[src/rtl/piecewise_linear_lut_convert_core_defines.svh]
// Assertion macros used by the piecewise linear converter core.
`ifndef PIECEWISE_LINEAR_LUT_CONVERT_CORE_DEFINES_SVH
`define PIECEWISE_LINEAR_LUT_CONVERT_CORE_DEFINES_SVH

// Same-cycle implication, disabled while reset is asserted.
`define PLCVT_ASSERT_SAME(label, clk, rst_n, a, b, msg) \
	label: assert property (@(posedge clk) disable iff (!rst_n) (a) |-> (b)) else $error(msg);

// Next-cycle implication, disabled while reset is asserted.
`define PLCVT_ASSERT_NEXT(label, clk, rst_n, a, b, msg) \
	label: assert property (@(posedge clk) disable iff (!rst_n) (a) |=> (b)) else $error(msg);

`endif

[src/rtl/plcvt_pkg.sv]
// Shared constants, types and the microcode program of the piecewise linear converter.
package plcvt_pkg;

	localparam int MAX_POINTS_DEF = 16;
	localparam int VALUE_BITS     = 16;
	localparam int FRAC_BITS      = 8;
	localparam int FIELD_BITS     = 16;
	localparam int INDEX_BITS     = 4;
	localparam int COUNT_BITS     = 5;
	localparam int STATUS_BITS    = 3;
	localparam int PC_BITS        = 4;
	localparam int DIV_BITS       = FIELD_BITS + FRAC_BITS;
	localparam int PROD_BITS      = FIELD_BITS + DIV_BITS;
	localparam int DELTA_BITS     = VALUE_BITS + 1;
	localparam int SUM_BITS       = VALUE_BITS + 2;
	localparam logic [63:0] MAX_VALUE64 = (64'd1 << VALUE_BITS) - 64'd1;

	// Result status codes.
	typedef enum logic [STATUS_BITS-1:0] {
		ST_OK         = 3'd0,
		ST_PASS       = 3'd1,
		ST_CLAMP      = 3'd2,
		ST_SAT        = 3'd3,
		ST_ZERO_WIDTH = 3'd4
	} status_t;

	// Datapath operations, one per control word.
	typedef enum logic [3:0] {
		OP_IDLE,
		OP_NOP,
		OP_RDX,
		OP_INCPOS,
		OP_SEL,
		OP_RDLO,
		OP_RDHI,
		OP_DIFF,
		OP_DIVINIT,
		OP_DIVSTEP,
		OP_MUL,
		OP_DELTA,
		OP_FINISH,
		OP_PASS,
		OP_ZW
	} op_t;

	// Jump conditions tested by the sequencer.
	typedef enum logic [2:0] {
		C_NEVER,
		C_ALWAYS,
		C_NO_CONV,
		C_FEW,
		C_FOUND,
		C_NOT_LAST,
		C_ZW,
		C_DIV_MORE
	} cond_t;

	typedef struct packed {
		op_t                op;
		cond_t              cond;
		logic [PC_BITS-1:0] target;
	} ucode_t;

	// Condition flags from the datapath to the sequencer.
	typedef struct packed {
		logic no_conv;
		logic few;
		logic found;
		logic not_last;
		logic zero_w;
		logic div_more;
	} cond_flags_t;

	// Control from the sequencer to the datapath.
	typedef struct packed {
		op_t  op;
		logic busy;
	} ctrl_t;

	// Program step labels.
	localparam logic [PC_BITS-1:0] PC_IDLE = 4'd0;
	localparam logic [PC_BITS-1:0] PC_SCAN = 4'd2;
	localparam logic [PC_BITS-1:0] PC_SEL  = 4'd5;
	localparam logic [PC_BITS-1:0] PC_DIV  = 4'd10;
	localparam logic [PC_BITS-1:0] PC_PASS = 4'd14;
	localparam logic [PC_BITS-1:0] PC_ZW   = 4'd15;

	// The conversion program: a taken condition jumps, otherwise the next step follows.
	function automatic ucode_t ucode_rom(input logic [PC_BITS-1:0] pc);
		ucode_t w;
		case (pc)
			4'd0:    w = '{OP_IDLE,    C_NO_CONV,  PC_IDLE};
			4'd1:    w = '{OP_NOP,     C_FEW,      PC_PASS};
			4'd2:    w = '{OP_RDX,     C_NEVER,    PC_IDLE};
			4'd3:    w = '{OP_NOP,     C_FOUND,    PC_SEL};
			4'd4:    w = '{OP_INCPOS,  C_NOT_LAST, PC_SCAN};
			4'd5:    w = '{OP_SEL,     C_NEVER,    PC_IDLE};
			4'd6:    w = '{OP_RDLO,    C_NEVER,    PC_IDLE};
			4'd7:    w = '{OP_RDHI,    C_NEVER,    PC_IDLE};
			4'd8:    w = '{OP_DIFF,    C_ZW,       PC_ZW};
			4'd9:    w = '{OP_DIVINIT, C_NEVER,    PC_IDLE};
			4'd10:   w = '{OP_DIVSTEP, C_DIV_MORE, PC_DIV};
			4'd11:   w = '{OP_MUL,     C_NEVER,    PC_IDLE};
			4'd12:   w = '{OP_DELTA,   C_NEVER,    PC_IDLE};
			4'd13:   w = '{OP_FINISH,  C_ALWAYS,   PC_IDLE};
			4'd14:   w = '{OP_PASS,    C_ALWAYS,   PC_IDLE};
			4'd15:   w = '{OP_ZW,      C_ALWAYS,   PC_IDLE};
			default: w = '{OP_IDLE,    C_ALWAYS,   PC_IDLE};
		endcase
		return w;
	endfunction

endpackage

[src/rtl/plcvt_seq.sv]
// Microcode sequencer: step counter, control store and conditional jumps.
module plcvt_seq
	import plcvt_pkg::*;
(
	input  logic        clk,
	input  logic        arst_n,
	input  cond_flags_t flags,
	output ctrl_t       ctrl
);

	logic [PC_BITS-1:0] pc_q;
	logic [PC_BITS-1:0] pc_d;
	ucode_t             word;
	logic               taken;

	// Fetch the control word and pick the next step.
	always_comb begin
		word = ucode_rom(pc_q);
		case (word.cond)
			C_NEVER:    taken = 1'b0;
			C_ALWAYS:   taken = 1'b1;
			C_NO_CONV:  taken = flags.no_conv;
			C_FEW:      taken = flags.few;
			C_FOUND:    taken = flags.found;
			C_NOT_LAST: taken = flags.not_last;
			C_ZW:       taken = flags.zero_w;
			C_DIV_MORE: taken = flags.div_more;
			default:    taken = 1'b0;
		endcase
		pc_d      = taken ? word.target : pc_q + 1'b1;
		ctrl.op   = word.op;
		ctrl.busy = (pc_q != PC_IDLE);
	end

	// Step counter.
	always_ff @(posedge clk or negedge arst_n) begin
		if (!arst_n) begin
			pc_q <= PC_IDLE;
		end else begin
			pc_q <= pc_d;
		end
	end

endmodule

[src/rtl/piecewise_linear_lut_convert_core.sv]
// Top level of the piecewise linear lookup converter: breakpoint memory and datapath.
//
// Usage: an item is taken at a rising edge with start high and busy low. A load item
// (kind 0) writes one (x, y) breakpoint in that single beat and gives no result; busy
// stays low. A convert item (kind 1) raises busy until its result is computed; the
// result beat shows on value and status with done high for exactly one cycle, after
// which busy is already low, so the next item may be taken in that same cycle.
// The receiver cannot stall: each result must be taken in its cycle.
// point_count is written through cfg_we / cfg_wdata; the user must write it only while
// the block is idle, as the block itself does not enforce this. With fewer than two
// points a convert passes the sample through. Otherwise the breakpoint scan reads one
// entry at a time over the single read port; a restoring divider then forms the 24-bit
// slope, and one multiply scales the offset by the slope. A zero-width segment skips
// the divide. The microcode sequencer handles one item at a time. Reset clears
// point_count and the control state; breakpoint memory is not cleared and reads of
// unloaded entries are undefined.
`include "piecewise_linear_lut_convert_core_defines.svh"

module piecewise_linear_lut_convert_core
	import plcvt_pkg::*;
#(
	parameter int MAX_POINTS = MAX_POINTS_DEF
)
(
	input  logic                   clk,
	input  logic                   arst_n,
	input  logic                   start,
	output logic                   busy,
	input  logic                   kind,
	input  logic [INDEX_BITS-1:0]  point_index,
	input  logic [FIELD_BITS-1:0]  point_x,
	input  logic [FIELD_BITS-1:0]  point_y,
	input  logic [FIELD_BITS-1:0]  sample,
	input  logic                   cfg_we,
	input  logic [COUNT_BITS-1:0]  cfg_wdata,
	output logic                   done,
	output logic [FIELD_BITS-1:0]  value,
	output logic [STATUS_BITS-1:0] status
);

	localparam int IW = $clog2(MAX_POINTS);
	localparam int PW = $clog2(MAX_POINTS + 1);
	localparam int CW = $clog2(DIV_BITS + 1);
	localparam logic [FIELD_BITS-1:0] MASK16  = FIELD_BITS'(MAX_VALUE64);
	localparam logic [SUM_BITS-1:0]   MAX_SUM = SUM_BITS'(MAX_VALUE64);

	ctrl_t       ctrl;
	cond_flags_t flags;

	logic [COUNT_BITS-1:0] point_count_q;
	logic [FIELD_BITS-1:0] mem_x [MAX_POINTS];
	logic [FIELD_BITS-1:0] mem_y [MAX_POINTS];
	logic [IW-1:0]         rd_addr;
	logic [FIELD_BITS-1:0] rd_x_q, rd_y_q;
	logic                  load_en;

	logic [FIELD_BITS-1:0] sample_q;
	logic [PW-1:0]         n_q, n_d;
	logic [PW-1:0]         pos_q;
	logic [IW-1:0]         lo_q;
	logic                  pos0_q;
	logic [FIELD_BITS-1:0] xl_q, yl_q;
	logic [FIELD_BITS-1:0] dx_q, dy_q, off_q;
	logic                  rising_q;
	logic [FIELD_BITS:0]   rem_q;
	logic [DIV_BITS-1:0]   quo_q;
	logic [CW-1:0]         div_cnt_q;
	logic [PROD_BITS-1:0]  prod_q;
	logic [DELTA_BITS-1:0] delta_q;

	logic [FIELD_BITS:0]   trial;
	logic                  trial_ge;
	logic                  subtract;
	logic [SUM_BITS-1:0]   yl_ext, dl_ext, sum;
	logic [PROD_BITS-1:0]  delta_raw;

	logic                  done_q;
	logic [FIELD_BITS-1:0] value_q;
	status_t               status_q;

	plcvt_seq u_seq (
		.clk    (clk),
		.arst_n (arst_n),
		.flags  (flags),
		.ctrl   (ctrl)
	);

	assign busy   = ctrl.busy;
	assign done   = done_q;
	assign value  = value_q;
	assign status = status_q;

	// Configuration register.
	always_ff @(posedge clk or negedge arst_n) begin
		if (!arst_n) begin
			point_count_q <= '0;
		end else if (cfg_we) begin
			point_count_q <= cfg_wdata;
		end
	end

	// Breakpoint memory: one write port for loads, one registered read port.
	assign load_en = (ctrl.op == OP_IDLE) && start && !kind
		&& (int'(point_index) < MAX_POINTS);

	always_comb begin
		case (ctrl.op)
			OP_RDLO: rd_addr = lo_q;
			OP_RDHI: rd_addr = IW'(lo_q + 1'b1);
			default: rd_addr = pos_q[IW-1:0];
		endcase
	end

	always_ff @(posedge clk) begin
		if (load_en) begin
			mem_x[IW'(point_index)] <= point_x & MASK16;
			mem_y[IW'(point_index)] <= point_y & MASK16;
		end
		rd_x_q <= mem_x[rd_addr];
		rd_y_q <= mem_y[rd_addr];
	end

	// Effective point count, limited to the table depth.
	assign n_d = (int'(point_count_q) > MAX_POINTS) ? PW'(MAX_POINTS) : PW'(point_count_q);

	// Condition flags for the sequencer.
	always_comb begin
		flags.no_conv  = !(start && kind);
		flags.few      = (n_q < PW'(2));
		flags.found    = (sample_q < rd_x_q);
		flags.not_last = (pos_q != n_q - PW'(1));
		flags.zero_w   = (rd_x_q <= xl_q);
		flags.div_more = (div_cnt_q != CW'(1));
	end

	// Divider step and result arithmetic.
	always_comb begin
		trial     = {rem_q[FIELD_BITS-1:0], quo_q[DIV_BITS-1]};
		trial_ge  = (trial >= {1'b0, dx_q});
		subtract  = pos0_q ? rising_q : !rising_q;
		delta_raw = prod_q >> FRAC_BITS;
		yl_ext    = SUM_BITS'(yl_q);
		dl_ext    = SUM_BITS'(delta_q);
		sum       = yl_ext + dl_ext;
	end

	// Datapath registers, each driven by the operation of the current step.
	always_ff @(posedge clk) begin
		case (ctrl.op)
			OP_IDLE: begin
				if (start && kind) begin
					sample_q <= sample & MASK16;
					n_q      <= n_d;
					pos_q    <= '0;
				end
			end
			OP_INCPOS: pos_q <= pos_q + 1'b1;
			OP_SEL: begin
				pos0_q <= (pos_q == '0);
				if (pos_q == '0) begin
					lo_q <= '0;
				end else if (pos_q == n_q) begin
					lo_q <= IW'(n_q - PW'(2));
				end else begin
					lo_q <= IW'(pos_q - PW'(1));
				end
			end
			OP_RDHI: begin
				xl_q <= rd_x_q;
				yl_q <= rd_y_q;
			end
			OP_DIFF: begin
				dx_q     <= rd_x_q - xl_q;
				rising_q <= (rd_y_q >= yl_q);
				dy_q     <= (rd_y_q >= yl_q) ? rd_y_q - yl_q : yl_q - rd_y_q;
				off_q    <= pos0_q ? xl_q - sample_q : sample_q - xl_q;
			end
			OP_DIVINIT: begin
				quo_q     <= DIV_BITS'(dy_q) << FRAC_BITS;
				rem_q     <= '0;
				div_cnt_q <= CW'(DIV_BITS);
			end
			OP_DIVSTEP: begin
				rem_q     <= trial_ge ? trial - {1'b0, dx_q} : trial;
				quo_q     <= {quo_q[DIV_BITS-2:0], trial_ge};
				div_cnt_q <= div_cnt_q - 1'b1;
			end
			OP_MUL: prod_q <= PROD_BITS'(off_q) * PROD_BITS'(quo_q);
			OP_DELTA: begin
				if (64'(delta_raw) > MAX_VALUE64) begin
					delta_q <= DELTA_BITS'(MAX_VALUE64 + 64'd1);
				end else begin
					delta_q <= DELTA_BITS'(delta_raw);
				end
			end
			default: begin
			end
		endcase
	end

	// Result beat: value and status held, done pulses for one cycle.
	always_ff @(posedge clk) begin
		case (ctrl.op)
			OP_PASS: begin
				value_q  <= sample_q;
				status_q <= ST_PASS;
			end
			OP_ZW: begin
				value_q  <= yl_q;
				status_q <= ST_ZERO_WIDTH;
			end
			OP_FINISH: begin
				if (subtract) begin
					if (yl_ext >= dl_ext) begin
						value_q  <= FIELD_BITS'(yl_ext - dl_ext);
						status_q <= ST_OK;
					end else begin
						value_q  <= '0;
						status_q <= ST_CLAMP;
					end
				end else begin
					if (sum > MAX_SUM) begin
						value_q  <= FIELD_BITS'(MAX_SUM);
						status_q <= ST_SAT;
					end else begin
						value_q  <= FIELD_BITS'(sum);
						status_q <= ST_OK;
					end
				end
			end
			default: begin
			end
		endcase
	end

	always_ff @(posedge clk or negedge arst_n) begin
		if (!arst_n) begin
			done_q <= 1'b0;
		end else begin
			done_q <= (ctrl.op == OP_PASS) || (ctrl.op == OP_ZW) || (ctrl.op == OP_FINISH);
		end
	end

	// A result only follows a convert that was in progress.
	`PLCVT_ASSERT_SAME(a_done_after_busy, clk, arst_n, done, $past(busy), "result without a convert in progress")
	// The block is free again in the cycle of the result beat.
	`PLCVT_ASSERT_SAME(a_idle_at_done, clk, arst_n, done, !busy, "busy still high at the result beat")
	// A load completes in its own beat.
	`PLCVT_ASSERT_NEXT(a_load_one_beat, clk, arst_n, start && !busy && !kind, !busy && !done, "load item started a sequence")
	// A convert always starts the sequencer.
	`PLCVT_ASSERT_NEXT(a_conv_starts, clk, arst_n, start && !busy && kind, busy, "convert item did not start the sequencer")

endmodule

[config.mk]
export PLATFORM = sky130hd
export DESIGN_NAME = piecewise_linear_lut_convert_core
export DESIGN_NICKNAME = d
export VERILOG_FILES = /design/src/rtl/plcvt_pkg.sv /design/src/rtl/plcvt_seq.sv /design/src/rtl/piecewise_linear_lut_convert_core.sv
export VERILOG_INCLUDE_DIRS = /design/src /design/src/rtl
export SDC_FILE = /design/constraint.sdc
export NUM_CORES = 2
export LEC_CHECK = 0
export ABC_AREA = 1
export BUFFER_PORTS_ARGS = -buffer_cell sky130_fd_sc_hd__clkbuf_2
export CAP_MARGIN = 15
export CORE_UTILIZATION = 45
export CTS_BUF_LIST = sky130_fd_sc_hd__clkbuf_8
export DETAILED_ROUTE_END_ITERATION = 16
export RECOVER_POWER = 25
export SYNTH_ARGS = -nofsm -noshare
export SYNTH_HDL_FRONTEND = slang
export SYNTH_SLANG_ARGS = --single-unit
[constraint.sdc]
create_clock -name clk -period 17.5 [get_ports clk]
set_input_delay 0.875 -clock clk [delete_from_list [all_inputs] [get_ports clk]]
set_output_delay 0.875 -clock clk [all_outputs]
set_load 0.005 [all_outputs]
# == Word-level counts from Yosys, hierarchy flattened ==
# Memory sizes are Yosys's and may differ from the RTL's. A register that Yosys moved wholly into a read port is not among the register bits.
# Cells that the tools add are included.
# op_classes
reduce_logical,17
n_addsub,15
n_eq_ne,23
n_lt_le_gt_ge,9
n_mux,23
mul,1
# op_table
operator,count
16-bit subtractor,7
16-bit two-way mux,6
16-bit case mux with 3 select lines,1
24-bit case mux with 2 select lines,1
16-bit by 24-bit multiplier with 40-bit output,1
"32-bit by 16-bit greater-than comparator with 1-bit output, second input constant",1
16-bit case mux with 2 select lines,1
"4-bit equality test, second input constant",7
5-bit case mux with 2 select lines,2
16-bit by 17-bit adder with 18-bit output,1
"18-bit by 16-bit greater-than comparator with 1-bit output, second input constant",1
16-bit by 17-bit >= comparator with 1-bit output,1
17-bit by 16-bit >= comparator with 1-bit output,1
"4-bit by 3-bit equality test with 1-bit output, second input constant",4
16-bit >= comparator,1
16-bit <= comparator,1
16-bit less-than comparator,1
"3-bit equality test, second input constant",4
"5-bit by 1-bit subtractor with 5-bit output, second input constant",2
3-bit case mux with 3 select lines,1
"4-bit by 1-bit adder with 4-bit output, second input constant",2
4-bit two-way mux,2
1-bit case mux with 8 select lines,1
4-bit case mux with 2 select lines,1
other kinds (26),37
# word_totals
mem_count,3
register_bits,243
ram_bits,512
inputBits,62
romBits,176
# mem_list
name,words,width,rd,rd_clocked_by_memory_dff,write_ports,line_no,rtl
mem_x,16,16,1,1,1,piecewise_linear_lut_convert_core.sv:51,logic [FIELD_BITS-1:0] mem_x [MAX_POINTS];
mem_y,16,16,1,1,1,piecewise_linear_lut_convert_core.sv:52,logic [FIELD_BITS-1:0] mem_y [MAX_POINTS];
(no name shown),16,11,1,0,0,plcvt_pkg.sv:91,case (pc)

# == Logic depth before layout (Yosys ltp) ==
# An unclocked memory read counts as a cell.
# depth
ltp_word,6
depth_mapped,29

# == Hierarchy ==
# Synthesis repeated with hierarchy kept, for this count alone.
# hier_totals
cells_unflattened,5558
area_unflattened_um2,51430.6
# modules_own_cells
module,area_each_um2,cells_per_inst,n_inst
piecewise_linear_lut_convert_core,50768.7,5452,1
plcvt_seq,661.9,106,1

# == Worst setup path before layout ==
# No wires, ideal clock.
# synth_timing
kind,flip-flop to flip-flop
startpoint,register quo_q[8]
endpoint,"register prod_q[35], data pin"
n_path_buf,2
arrival_ns,5.451
required_ns,17.248
path_stages_with_launch,26
setup_ns,0.252
setup_slack_ns,11.797
cell_sequence,edfxtp_1 -> clkbuf_1 -> clkbuf_1 -> nand2_1 -> fa_1 -> inv_1 -> fa_1 -> inv_1 -> fa_1 -> inv_1 -> fa_1 -> fa_1 -> inv_1 -> fa_1 -> inv_1 -> ha_1 -> a21o_1 -> o21bai_1 -> a21oi_1 -> nand2_1 -> nand2_1 -> nand2_1 -> nand2_1 -> nand2_1 -> nand2_1 -> nand2_1
# synth_via
elab_chain_len,1
# synth_rtl
item,line_no,rtl
from (decl),piecewise_linear_lut_convert_core.sv:66,logic [DIV_BITS-1:0] quo_q;
from (signal assigned),piecewise_linear_lut_convert_core.sv:179,quo_q <= DIV_BITS'(dy_q) << FRAC_BITS;
from (signal assigned),piecewise_linear_lut_convert_core.sv:185,"quo_q <= {quo_q[DIV_BITS-2:0], trial_ge};"
16-bit by 24-bit multiplier with 40-bit output,piecewise_linear_lut_convert_core.sv:188,OP_MUL: prod_q <= PROD_BITS'(off_q) * PROD_BITS'(quo_q);
to (signal assigned),piecewise_linear_lut_convert_core.sv:188,
to (decl),piecewise_linear_lut_convert_core.sv:68,logic [PROD_BITS-1:0] prod_q;
# Every way passes these cells.
# A chain may end at the register's enable or synchronous reset.

# == Worst setup path in the final report ==
# layout_timing
startpoint,register off_q[3]
endpoint,"register prod_q[30], data pin"
# layout_via
elab_chain_len,1
# layout_rtl
item,line_no,rtl
from (decl),piecewise_linear_lut_convert_core.sv:63,"logic [FIELD_BITS-1:0] dx_q, dy_q, off_q;"
from (signal assigned),piecewise_linear_lut_convert_core.sv:176,off_q <= pos0_q ? xl_q - sample_q : sample_q - xl_q;
16-bit by 24-bit multiplier with 40-bit output,piecewise_linear_lut_convert_core.sv:188,
# Every way passes these cells.

==> run_results.csv <==
group,metric,value,unit
clock_tree,insertion_delay,0.83,ns
logic_synthesis,synth_nets,6417,
critical_path,cp_common_cell,"fa_1",
hold_path,hold_path.class,"input pin to register",
routing,drtIter0Drc,3429,
timing,report.final.slew_viol_count,0,
placed_design,globalplace.congestion,0.930,
timing,slew_headroom,17.1,%
die,rows,124,
global_routing,grt_pass1_vias,38700,
die,initial_utilization,45.5,%
clock_tree,cts_sinks,779,
clock_tree,htree_levels,4,
logic_synthesis,ys_warn_count,0,
critical_path,r2r_start,"off_q[3]$_DFFE_PN_",
routing,first_pass_iters,6,
logic_synthesis,synth.top_cells.by_count,"nand2_1 (1,501), inv_1 (1,090), edfxtp_1 (737)",
run_status,status,"finished, final reports clean",
placed_design,numPortBuffers,82,
critical_path,crit_arrival,7.18,ns
layout,nFillCells,10900,
logic_synthesis,ys_async_sr_fraction,1.28,%
critical_path,rr_worst_depth,17,
logic_synthesis,synth_flop_cell,"edfxtp_1",
hold_path,hold_start,"sample[8]",
timing,fmax,151,MHz
logic_synthesis,synth_area_per_cell,9.01,um2
die,design.die.area,117000,um2
critical_path,cp_slowest_stage_delay,1.13,ns
global_routing,grt_usage,26.0,%
clock_tree,cts_made_buffers,134,
timing,finClkSkew,0.0472,ns
routing,num_vias,38800,
logic_synthesis,syn_area,52100,um2
global_routing,grt_max_degree,129,
hold_path,hold_end,"sample_q[8]$_DFFE_PP_",
critical_path,required,18.07,ns
clock_tree,cts-root-buf,"clkbuf_8",
logic_synthesis,synth-edff-count,737,
routing,drcViolationCount,0,
layout,fin_nets,6426,
logic_synthesis,synth_top_area_share,42.5,%
clock_tree,cts_setup_buffers,0,
logic_synthesis,ys_seq_area_share,44.2,%
layout,syn2layout_area_growth,8.16,%
critical_path,crit_fanout,24,
critical_path,cp-end-kind,"register",
die,pin_count,83,
timing,setup_tns,0,ns
timing,tightest_slew,1.24,ns
critical_path,path_class,"register to register",
logic_synthesis,synth_cell_types,56,
logic_synthesis,ys_seq_elements,779,
die,coreArea,115000,um2
critical_path,cp_slowest_cell,"edfxtp_1",
timing,finalCritPeriodShare,37.8,%
global_routing,gr-total-overflow,0,
logic_synthesis,yosys-top-cells-area,"edfxtp_1 (43%), fa_1 (12%), nand2_1 (11%)",
clock_tree,cts_tree,"yes",
layout,final_layout_size_suffix_gt1_share,5.67,%
placed_design,dp.final_hpwl,97900,um
hold_path,hold_depth,1,
timing,min_period,6.61,ns
timing,setup_viol,0,
routing,wl_per_cell,20.3,um
timing,hold_violations,0,
critical_path,reg2reg_to,"prod_q[30]$_DFFE_PN_",
clock_tree,clk_path_buf_depth,3,
global_routing,antenna_found_initial,5,
logic_synthesis,syn_inst,5775,
critical_path,worstPathCellList,"nand2_1 > fa_1 > fa_1 > fa_1 > inv_1 > fa_1 > fa_1 > inv_1 > fa_1 > inv_1 > ha_1 > nand2_1 > o21ai_0 > a21oi_1 > o211ai_1 > a21oi_1 > xor2_1",
critical_path,r2r_slack,10.89,ns
clock_tree,clk_pin_slew_worst_paths,0.07,ns
logic_synthesis,synth_area_leader_cell,"edfxtp_1",
routing,vias_per_cell,5.25,
job,cap_violations,0,
die,die_y,342,um
routing,ant_nets,0,
global_routing,grt_pass1_wl,231000,um
critical_path,start_kind,"register",
timing,rsz0062_at_grt,"no",
routing,routed_wirelength,150000,um
logic_synthesis,synth.most_common_cell,"nand2_1",
die,die_w,342,um
==> worst max-delay path by stage <==
stage,start,end,slack [ns],cells past startpoint
final,off_q[3]$_DFFE_PN_,prod_q[30]$_DFFE_PN_,10.89,17
after floorplan,quo_q[8]$_DFFE_PP_,prod_q[35]$_DFFE_PN_,11.80,25
after global routing,off_q[3]$_DFFE_PN_,prod_q[30]$_DFFE_PN_,10.61,17
after CTS,off_q[3]$_DFFE_PN_,prod_q[30]$_DFFE_PN_,10.97,17
after detailed placement,off_q[3]$_DFFE_PN_,prod_q[30]$_DFFE_PN_,10.99,17
after global placement,off_q[6]$_DFFE_PN_,prod_q[20]$_DFFE_PN_,11.03,17
==> final cells by class <==
type                    instances  area [um2]  area share, %
inverters                    1101        4140           7.34
repair buffers                133         782           1.39
clock buffers                 145        2000           3.54
clock inverters                96         609           1.08
multi-input cells            3635       23900           42.4
flip-flops and latches        779       23000           40.9
well taps                    1512        1890           3.36
diodes                          5        12.5         0.0222
==> cell usage in the layout, fill, tap and decap left out, types with 20 or more instances in the layout <==
cell and n:
a21o_1 26, clkbuf_8 145, xnor2_1 42, edfxtp_1 737, nor2_1 231, nand4_1 23, nand3_1 671, nand2_1 1500
clkbuf_1 27, a21oi_1 185, nor2_4 20, inv_1 1144, fa_1 313, ha_1 267, xor2_1 96, clkbuf_2 55
dfxtp_1 32, buf_4 48, o21ai_0 112
==> kinds of logic (layout without fill, tap and decap cells) <==
family                     after synthesis  count (layout)  share of synthesized area, %
buffers and inverters                 1361            1475                          10.4
AOI/OAI and AO/OA                      406             406                          4.42
xor gates and xnor gates               138             138                          2.32
adders and majority gates              580             580                          18.5
DFF                                    779             779                          44.2
other                                    0               5                             0
and+or+nand+nor                       2510            2510                          20.2
muxes                                    1               1                        0.0192
==> registers in the layout, indices dropped and copies added (netlist names), 16 cells and up <==
signal	flops
delta_q	17
dx_q	16
dy_q	16
mem_x	256
mem_y	256
off_q	16
prod_q	32
quo_q	24
rd_x_q	16
rd_y_q	16
rem_q	16
sample_q	16
value	16
xl_q	16
yl_q	16
==> worst max-delay path: cells and delay by family, from the launching register on <==
family	cells	cell delay, ns
compound gates	4	1.07
flops	1	1.13
buf+inv	3	0.16
xor+xnor	1	0.16
simple gates	2	0.30
fa+ha+maj	7	3.51
==> per-stage QoR <==
stage,cells,worst slack [ns],instance area (um2),util [%],hold slack [ns]
floorplan,5775,11.80,52100,-,0.408
global placement,7158,11.03,53700,46.9,0.435
detailed placement,7158,10.99,53700,46.9,0.444
CTS,7400,10.97,56300,49.2,0.150
global route,7404,10.61,56300,49.2,0.190
finish,7406,10.89,56300,49.2,0.239
==> what timing repair did <==
| action | in CTS | in global routing |
|---|---|---|
| hold endpoints to repair | 10 | 0 |
| resized for setup | 0 | 0 |
| hold buffers | 1 | 0 |
==> per-layer routing <==
layer | share of wire [%] | wire (um) | vias up | GRT usage, %
met5 | 0.0067 | 10 | - | 0
met4 | 3.7 | 5550 | 2 | 10.3
met3 | 6.0 | 8950 | 287 | 3.41
met2 | 47 | 70200 | 1273 | 42.2
met1 | 44 | 65300 | 18900 | 35.5
li1 | - | - | 18400 | -
Power is left out: the tool's default activity adds up to more than one toggle a clock period on the data nets, which glitch-free logic cannot reach.
